$ cat config.mk
export PLATFORM = sky130hd
export DESIGN_NAME = rgba_alpha_composite_over_flat
export DESIGN_NICKNAME = d
export VERILOG_FILES = /design/src/sv/rac_pkg.sv /design/src/sv/rac_if.sv /design/src/sv/rgba_alpha_composite_over.sv /design/src/flat_wrapper.sv
export SDC_FILE = /design/constraint.sdc
export NUM_CORES = 2
export LEC_CHECK = 0
export BUFFER_PORTS_ARGS = -buffer_cell sky130_fd_sc_hd__buf_2
export CAP_MARGIN = 40
export CELL_PAD_IN_SITES_DETAIL_PLACEMENT = 0
export CELL_PAD_IN_SITES_GLOBAL_PLACEMENT = 2
export CORE_MARGIN = 4
export CORE_UTILIZATION = 50
export CTS_CLUSTER_SIZE = 8
export DETAILED_ROUTE_END_ITERATION = 10
export PLACE_DENSITY = 0.93
export SLEW_MARGIN = 0
export SYNTH_ARGS = -nofsm -noshare
export SYNTH_HDL_FRONTEND = slang
export SYNTH_SLANG_ARGS = --single-unit
$ cat constraint.sdc
create_clock -name clk -period 29.2 [get_ports clk]
set_clock_uncertainty 0.05 [all_clocks]
set_input_delay 4.38 -clock clk [delete_from_list [all_inputs] [get_ports clk]]
set_output_delay 4.38 -clock clk [all_outputs]
set_load 0.02 [all_outputs]
$ cat src/sv/rac_pkg.sv
package rac_pkg;

	localparam int unsigned CHAN_MAX   = 255;
	localparam int unsigned ROUND_HALF = 'h80;

	// Pixel data that rides along the pipeline beside the arithmetic
	typedef struct packed {
		logic [7:0] dst_red;
		logic [7:0] dst_green;
		logic [7:0] dst_blue;
		logic [7:0] dst_alpha;
		logic [7:0] src_red;
		logic [7:0] src_green;
		logic [7:0] src_blue;
		logic [7:0] out_alpha;
		logic       pass;
	} carry_t;

endpackage

$ cat src/sv/rac_if.sv
interface rac_pair_if;
	logic       valid;
	logic       ready;
	logic [7:0] dst_red;
	logic [7:0] dst_green;
	logic [7:0] dst_blue;
	logic [7:0] dst_alpha;
	logic [7:0] src_red;
	logic [7:0] src_green;
	logic [7:0] src_blue;
	logic [7:0] src_alpha;

	modport source (output valid, output dst_red, output dst_green, output dst_blue,
		output dst_alpha, output src_red, output src_green, output src_blue,
		output src_alpha, input ready);
	modport sink (input valid, input dst_red, input dst_green, input dst_blue,
		input dst_alpha, input src_red, input src_green, input src_blue,
		input src_alpha, output ready);
endinterface

interface rac_pix_if;
	logic       valid;
	logic       ready;
	logic [7:0] out_red;
	logic [7:0] out_green;
	logic [7:0] out_blue;
	logic [7:0] out_alpha;

	modport source (output valid, output out_red, output out_green, output out_blue,
		output out_alpha, input ready);
	modport sink (input valid, input out_red, input out_green, input out_blue,
		input out_alpha, output ready);
endinterface

$ cat src/sv/rgba_alpha_composite_over.sv
// Source-over-destination compositing of RGBA8 pixel pairs. One pixel pair is
// taken every cycle while no output stall has backed up to the input. The
// restoring divider that forms the blend coefficient gives one quotient bit
// per pipeline stage, 8 + FRACTION_BITS stages, behind two setup stages and
// ahead of four mixing stages. Every stage holds its own valid bit, so a stall
// at the output backs up one stage at a time and empty stages keep filling.
// A zero source alpha passes the destination through.
module rgba_alpha_composite_over #(
	parameter int FRACTION_BITS = 7
) (
	input  logic            clk,
	input  logic            arst_n,
	rac_pair_if.sink        pixels,
	rac_pix_if.source       result
);

	localparam int QW   = 8 + FRACTION_BITS;   // quotient / coefficient width
	localparam int PW   = 8 + QW;              // channel product width
	localparam int TW   = PW + 1;              // mixed channel sum width
	localparam int DIV0 = 2;                   // first divider stage
	localparam int ST_C = DIV0 + QW;
	localparam int ST_M = ST_C + 1;
	localparam int ST_A = ST_M + 1;
	localparam int ST_O = ST_A + 1;
	localparam int NS   = ST_O + 1;

	localparam logic [QW-1:0] FULL = QW'(rac_pkg::CHAN_MAX) << FRACTION_BITS;
	localparam logic [TW-1:0] RND  = TW'(rac_pkg::ROUND_HALF) << FRACTION_BITS;

	typedef struct packed {
		rac_pkg::carry_t c;
		logic [15:0]     dvs;
		logic [15:0]     rem;
		logic [QW-1:0]   quo;
		logic [QW-1:0]   bits;
	} div_t;

	typedef struct packed {
		logic [7:0] red;
		logic [7:0] green;
		logic [7:0] blue;
		logic [7:0] alpha;
	} res_t;

	logic [NS-1:0] vld_s;
	logic [NS-1:0] en;

	// Stage k loads when it is empty or its content moves on
	assign en[NS-1] = !vld_s[NS-1] || result.ready;
	for (genvar k = 0; k < NS - 1; k++) begin : g_en
		assign en[k] = !vld_s[k] || en[k+1];
	end

	assign pixels.ready = en[0];

	always_ff @(posedge clk or negedge arst_n) begin
		if (!arst_n) begin
			vld_s <= '0;
		end else begin
			for (int k = 0; k < NS; k++) begin
				if (en[k]) begin
					vld_s[k] <= (k == 0) ? pixels.valid : vld_s[k-1];
				end
			end
		end
	end

	// Stage 1: blend = da * (255 - sa), sa * 255
	rac_pkg::carry_t c_s1;
	logic [15:0]     blend_s1;
	logic [15:0]     sa255_s1;

	always_ff @(posedge clk) begin
		if (en[0]) begin
			c_s1.dst_red   <= pixels.dst_red;
			c_s1.dst_green <= pixels.dst_green;
			c_s1.dst_blue  <= pixels.dst_blue;
			c_s1.dst_alpha <= pixels.dst_alpha;
			c_s1.src_red   <= pixels.src_red;
			c_s1.src_green <= pixels.src_green;
			c_s1.src_blue  <= pixels.src_blue;
			c_s1.out_alpha <= '0;
			c_s1.pass      <= (pixels.src_alpha == 8'd0);
			blend_s1       <= 16'(pixels.dst_alpha) *
				16'(8'(rac_pkg::CHAN_MAX) - pixels.src_alpha);
			sa255_s1       <= {pixels.src_alpha, 8'd0} - {8'd0, pixels.src_alpha};
		end
	end

	// Stage 2: outa255, output alpha, numerator high part sa * 255 * 255
	rac_pkg::carry_t c_s2;
	logic [15:0]     outa_s2;
	logic [23:0]     numhi_s2;
	logic [15:0]     outa;
	logic [16:0]     arnd;
	logic [17:0]     asum;
	rac_pkg::carry_t c_al;

	always_comb begin
		outa = sa255_s1 + blend_s1;
		arnd = {1'b0, outa} + 17'(rac_pkg::ROUND_HALF);
		asum = {1'b0, arnd} + {9'd0, arnd[16:8]};
		c_al           = c_s1;
		c_al.out_alpha = asum[15:8];
	end

	always_ff @(posedge clk) begin
		if (en[1]) begin
			c_s2           <= c_al;
			outa_s2        <= outa;
			numhi_s2       <= {sa255_s1, 8'd0} - {8'd0, sa255_s1};
		end
	end

	// Restoring divider, one quotient bit per stage. The quotient is known to
	// stay below 2^QW, so the upper numerator bits start as the remainder.
	div_t dv_init;
	div_t dv_s [QW];
	div_t dv_nx[QW];

	always_comb begin
		dv_init.c    = c_s2;
		dv_init.dvs  = outa_s2;
		dv_init.rem  = numhi_s2[23:8];
		dv_init.quo  = '0;
		dv_init.bits = {numhi_s2[7:0], {FRACTION_BITS{1'b0}}};
	end

	for (genvar k = 0; k < QW; k++) begin : g_div
		div_t        prev;
		logic [16:0] r2;
		logic [16:0] diff;
		logic        ge;

		if (k == 0) begin : g_first
			assign prev = dv_init;
		end else begin : g_next
			assign prev = dv_s[k-1];
		end

		always_comb begin
			r2              = {prev.rem, prev.bits[QW-1]};
			diff            = r2 - {1'b0, prev.dvs};
			ge              = (r2 >= {1'b0, prev.dvs});
			dv_nx[k]        = prev;
			dv_nx[k].rem    = ge ? diff[15:0] : r2[15:0];
			dv_nx[k].quo    = {prev.quo[QW-2:0], ge};
			dv_nx[k].bits   = prev.bits << 1;
		end

		always_ff @(posedge clk) begin
			if (en[DIV0+k]) begin
				dv_s[k] <= dv_nx[k];
			end
		end
	end

	// Coefficient stage
	rac_pkg::carry_t c_sc;
	logic [QW-1:0]   c1_sc;
	logic [QW-1:0]   c2_sc;
	logic [QW-1:0]   c1;

	assign c1 = (dv_s[QW-1].quo > FULL) ? FULL : dv_s[QW-1].quo;

	always_ff @(posedge clk) begin
		if (en[ST_C]) begin
			c_sc  <= dv_s[QW-1].c;
			c1_sc <= c1;
			c2_sc <= FULL - c1;
		end
	end

	// Multiply, sum with rounding, divide by 255 and scale down, or pass the destination through
	logic [7:0]      s_ch[3];
	logic [7:0]      d_ch[3];
	rac_pkg::carry_t c_sm;
	logic [PW-1:0]   ps_sm[3];
	logic [PW-1:0]   pd_sm[3];
	rac_pkg::carry_t c_sa;
	logic [TW-1:0]   t_sa[3];
	logic [TW-1:0]   dsum[3];
	res_t            o_so;

	always_comb begin
		s_ch[0] = c_sc.src_red;
		s_ch[1] = c_sc.src_green;
		s_ch[2] = c_sc.src_blue;
		d_ch[0] = c_sc.dst_red;
		d_ch[1] = c_sc.dst_green;
		d_ch[2] = c_sc.dst_blue;
		for (int i = 0; i < 3; i++) begin
			dsum[i] = t_sa[i] + (t_sa[i] >> 8);
		end
	end

	always_ff @(posedge clk) begin
		if (en[ST_M]) begin
			c_sm <= c_sc;
			for (int i = 0; i < 3; i++) begin
				ps_sm[i] <= PW'(s_ch[i]) * PW'(c1_sc);
				pd_sm[i] <= PW'(d_ch[i]) * PW'(c2_sc);
			end
		end
		if (en[ST_A]) begin
			c_sa <= c_sm;
			for (int i = 0; i < 3; i++) begin
				t_sa[i] <= {1'b0, ps_sm[i]} + {1'b0, pd_sm[i]} + RND;
			end
		end
		if (en[ST_O]) begin
			if (c_sa.pass) begin
				o_so.red   <= c_sa.dst_red;
				o_so.green <= c_sa.dst_green;
				o_so.blue  <= c_sa.dst_blue;
				o_so.alpha <= c_sa.dst_alpha;
			end else begin
				o_so.red   <= dsum[0][15+FRACTION_BITS:8+FRACTION_BITS];
				o_so.green <= dsum[1][15+FRACTION_BITS:8+FRACTION_BITS];
				o_so.blue  <= dsum[2][15+FRACTION_BITS:8+FRACTION_BITS];
				o_so.alpha <= c_sa.out_alpha;
			end
		end
	end

	assign result.valid     = vld_s[NS-1];
	assign result.out_red   = o_so.red;
	assign result.out_green = o_so.green;
	assign result.out_blue  = o_so.blue;
	assign result.out_alpha = o_so.alpha;

endmodule

$ cat src/flat_wrapper.sv
// flat-port wrapper written by rule: the top's interface ports become plain ports
module rgba_alpha_composite_over_flat 
#(
	parameter int FRACTION_BITS = 7
)
  (clk, arst_n, pixels_valid, pixels_dst_red, pixels_dst_green, pixels_dst_blue, pixels_dst_alpha, pixels_src_red, pixels_src_green, pixels_src_blue, pixels_src_alpha, pixels_ready, result_valid, result_out_red, result_out_green, result_out_blue, result_out_alpha, result_ready);
  rac_pair_if pixels_i ();
  rac_pix_if result_i ();
  input  logic clk;
  input  logic arst_n;
  input wire logic [$bits(pixels_i.valid)-1:0] pixels_valid;
  input wire logic [$bits(pixels_i.dst_red)-1:0] pixels_dst_red;
  input wire logic [$bits(pixels_i.dst_green)-1:0] pixels_dst_green;
  input wire logic [$bits(pixels_i.dst_blue)-1:0] pixels_dst_blue;
  input wire logic [$bits(pixels_i.dst_alpha)-1:0] pixels_dst_alpha;
  input wire logic [$bits(pixels_i.src_red)-1:0] pixels_src_red;
  input wire logic [$bits(pixels_i.src_green)-1:0] pixels_src_green;
  input wire logic [$bits(pixels_i.src_blue)-1:0] pixels_src_blue;
  input wire logic [$bits(pixels_i.src_alpha)-1:0] pixels_src_alpha;
  output wire logic [$bits(pixels_i.ready)-1:0] pixels_ready;
  output wire logic [$bits(result_i.valid)-1:0] result_valid;
  output wire logic [$bits(result_i.out_red)-1:0] result_out_red;
  output wire logic [$bits(result_i.out_green)-1:0] result_out_green;
  output wire logic [$bits(result_i.out_blue)-1:0] result_out_blue;
  output wire logic [$bits(result_i.out_alpha)-1:0] result_out_alpha;
  input wire logic [$bits(result_i.ready)-1:0] result_ready;
  assign pixels_i.valid = pixels_valid;
  assign pixels_i.dst_red = pixels_dst_red;
  assign pixels_i.dst_green = pixels_dst_green;
  assign pixels_i.dst_blue = pixels_dst_blue;
  assign pixels_i.dst_alpha = pixels_dst_alpha;
  assign pixels_i.src_red = pixels_src_red;
  assign pixels_i.src_green = pixels_src_green;
  assign pixels_i.src_blue = pixels_src_blue;
  assign pixels_i.src_alpha = pixels_src_alpha;
  assign pixels_ready = pixels_i.ready;
  assign result_valid = result_i.valid;
  assign result_out_red = result_i.out_red;
  assign result_out_green = result_i.out_green;
  assign result_out_blue = result_i.out_blue;
  assign result_out_alpha = result_i.out_alpha;
  assign result_i.ready = result_ready;
  rgba_alpha_composite_over #(.FRACTION_BITS(FRACTION_BITS)) u_core (.clk(clk), .arst_n(arst_n), .pixels(pixels_i), .result(result_i));
endmodule
==> flow_summary.yaml <==
outcome:
  status: "finished clean"
grt:
  grt_pass1_wl_um: 347000
  antenna_found_initial: 7
  grt_pass1_vias: 64841
  grt_use_total_pct: 18.5
  grt_start_max_net_pins: 144
  grt-ovfl-total: 0
timing:
  tns_ns: 0
  rsz0062_at_grt: "false"
  max_clock_freq_mhz: 73.3
  timing_hold_violations_final: 0
  setup_violations: 0
  slew_violations: 0
  worstMarginPinSlew_ns: 1.03
  max_slew_margin_pct: 31.0
  period_share_pct: 46.7
  fin_crit_ns: 13.64
place:
  io_buffer_count: 101
  placed_cell_area_mm2: 0.117
  place_congestion: 0.866
  dp_hpwl_um: 149000
detailed_routing:
  drtIter0Drc: 3283
  drc_errors: 0
  dr.pass1.iters: 8
  wire_per_inst_um: 18.4
  totalWireLength_um: 215000
  ant_nets: 0
  vias: 61488
  viasPerCell: 5.27
floorplan:
  initial_core_util_pct: 50.2
  die_x_um: 483
  io_pins: 102
  die_h_um: 483
  num_rows: 174
  dieArea_mm2: 0.233
  core_area_mm2: 0.225
clock_network:
  cts.repair.resized: 0
  holdBufCountCts: 0
  clock_latency_ns: 0.94
  cts_tree: "yes"
  tritoncts.num_buffers: 327
  clock-sinks: 2204
  path_clk_slew_ns: 0.05
  clockBufferDepth: 4
  cts_setup_buffers: 0
  h-tree-depth: 5
  cts-root-buf: "clkbuf_16"
worst_setup_path:
  cpMaxStageDelayCell: "nor3_1"
  cp-start-kind: "primary input"
  crit_path_end_kind: "output pin"
  critical_path_class: "in2out"
  crit_family: "simple AND/OR/NAND/NOR gates"
  cp_num_buf_inv: 3
  crit_chain: "buf_2, and2b_1, nand2_4, nor2_1, and2_1, inv_4, nor3_1, and2_1, and4_1, nand3_4, nor2_1, nand2_4, buf_2"
  arrival_ns: 9.21
  critPathMaxFanout: 44
  required_ns: 24.77
  max_stage_delay_ns: 0.70
layout:
  layout_commonest_cell: "edfxtp_1"
  fin_area_mm2: 0.126
  layout_common_cells: "2183 x edfxtp_1, 1056 x inv_1, 748 x ha_1"
  nNetsFinal: 9929
  seq_area_mm2: 0.0661
  syn_to_final_growth_pct: 11.5
  layout-drive-gt1-share_pct: 8.22
  multi_input_area_mm2: 0.0422
  nFillCells: 17773
logic_synthesis:
  synth_edf_count: 2183
  syn_nets: 9597
  synthCells: 8259
  seq_area_frac_synth_pct: 58.6
  ys_async_sr_fraction_pct: 0.953
  synth-seq-cells: 2204
  yosysWarnings: 0
  ys_types: 108
  avgSynthCellArea_um2: 13.7
  synth_flop_cell: "edfxtp_1"
  syn_area_mm2: 0.113
hold_path:
  hp-class: "reg2reg"
flow_run:
  max_cap_violations: 0
## kinds of logic (layout without fill, tap and decap cells)
logic type      after synthesis  count (layout)  share of synthesized area, %
flops                      2204            2204                          58.6
simple gates               2062            2062                          9.69
fa+ha+maj                  1270            1270                          17.6
buf+inv                    1232            1638                          4.16
compound gates             1003            1003                          5.97
xor+xnor                    364             364                          2.86
mux                         124             124                          1.20
other cells                   0               1                             0
## through the flow
step                      utilization (%)  setup WS, ns  hold slack (ns)  instances
after floorplan                         -          9.44            0.350       8259
after global placement               52.1         15.79            0.350      11249
after detailed placement             52.1         15.56            0.355      11254
after CTS                            56.0         15.47            0.286      11657
after global routing                 56.0         15.16            0.293      11658
final                                56.0         15.56            0.293      11658
## flip-flops by register name (all words and copies together), names as in the netlist, 24 cells and up
| signal | cells |
|---|---|
| u_core.pd_sm | 69 |
| u_core.t_sa | 72 |
| u_core.c_s2 | 65 |
| u_core.dv_s | 1571 |
| u_core.c_al | 57 |
| u_core.ps_sm | 69 |
| u_core.numhi_s2 | 24 |
| u_core.c_sc | 65 |
| u_core.c_sa | 41 |
| u_core.c_sm | 41 |
## path summary, 6_finish.rpt
| kind | start | to | slack [ns] | cells past startpoint |
|---|---|---|---|---|
| setup / recovery | result_ready | pixels_ready | 15.56 | 13 |
| hold / removal | u_core.c_s2[10] | u_core.dv_s[0][71] | 0.29 | 0 |
| setup reg to reg | u_core.vld_s[20] | u_core.blend_s1[13] | 23.36 | 13 |
| hold reg to reg | u_core.c_s2[10] | u_core.dv_s[0][71] | 0.29 | 0 |
| max in group asynchronous | arst_n | u_core.vld_s[19] | 25.17 | 1 |
| min in group asynchronous | arst_n | u_core.vld_s[5] | 3.42 | 1 |
## cells in the mapped netlist, drive strengths merged, types with 132 or more instances
library cell,count,share of area (%)
edfxtp,2183,58
nor2,347,1.2
inv,1066,3.5
xnor2,237,1.9
ha,748,8.3
clkbuf,145,0.48
nor2b,132,0.74
o21ai,240,1.1
nand2,411,1.4
a21oi,261,1.2
and2,618,3.4
fa,522,9.3
## layout make-up
type	count	area share [%]
timing repair buffer	169	0.881
inverter	1066	3.19
sequential	2204	52.5
clock buffer	384	6.73
multi-input combinational	4823	33.5
clock inverter	19	0.151
tap	2992	2.98
antenna	1	0.00199
## metal layers
layer	vias up	GRT usage (%)	routed length [um]
li1	29473	-	-
met1	30426	21.8	86300
met2	1125	34.2	113000
met3	464	2.69	7420
met4	0	6.87	7700
met5	-	0	0
Power is left out: the tool's default activity adds up to more than one toggle a clock period on the data nets, which glitch-free logic cannot reach.
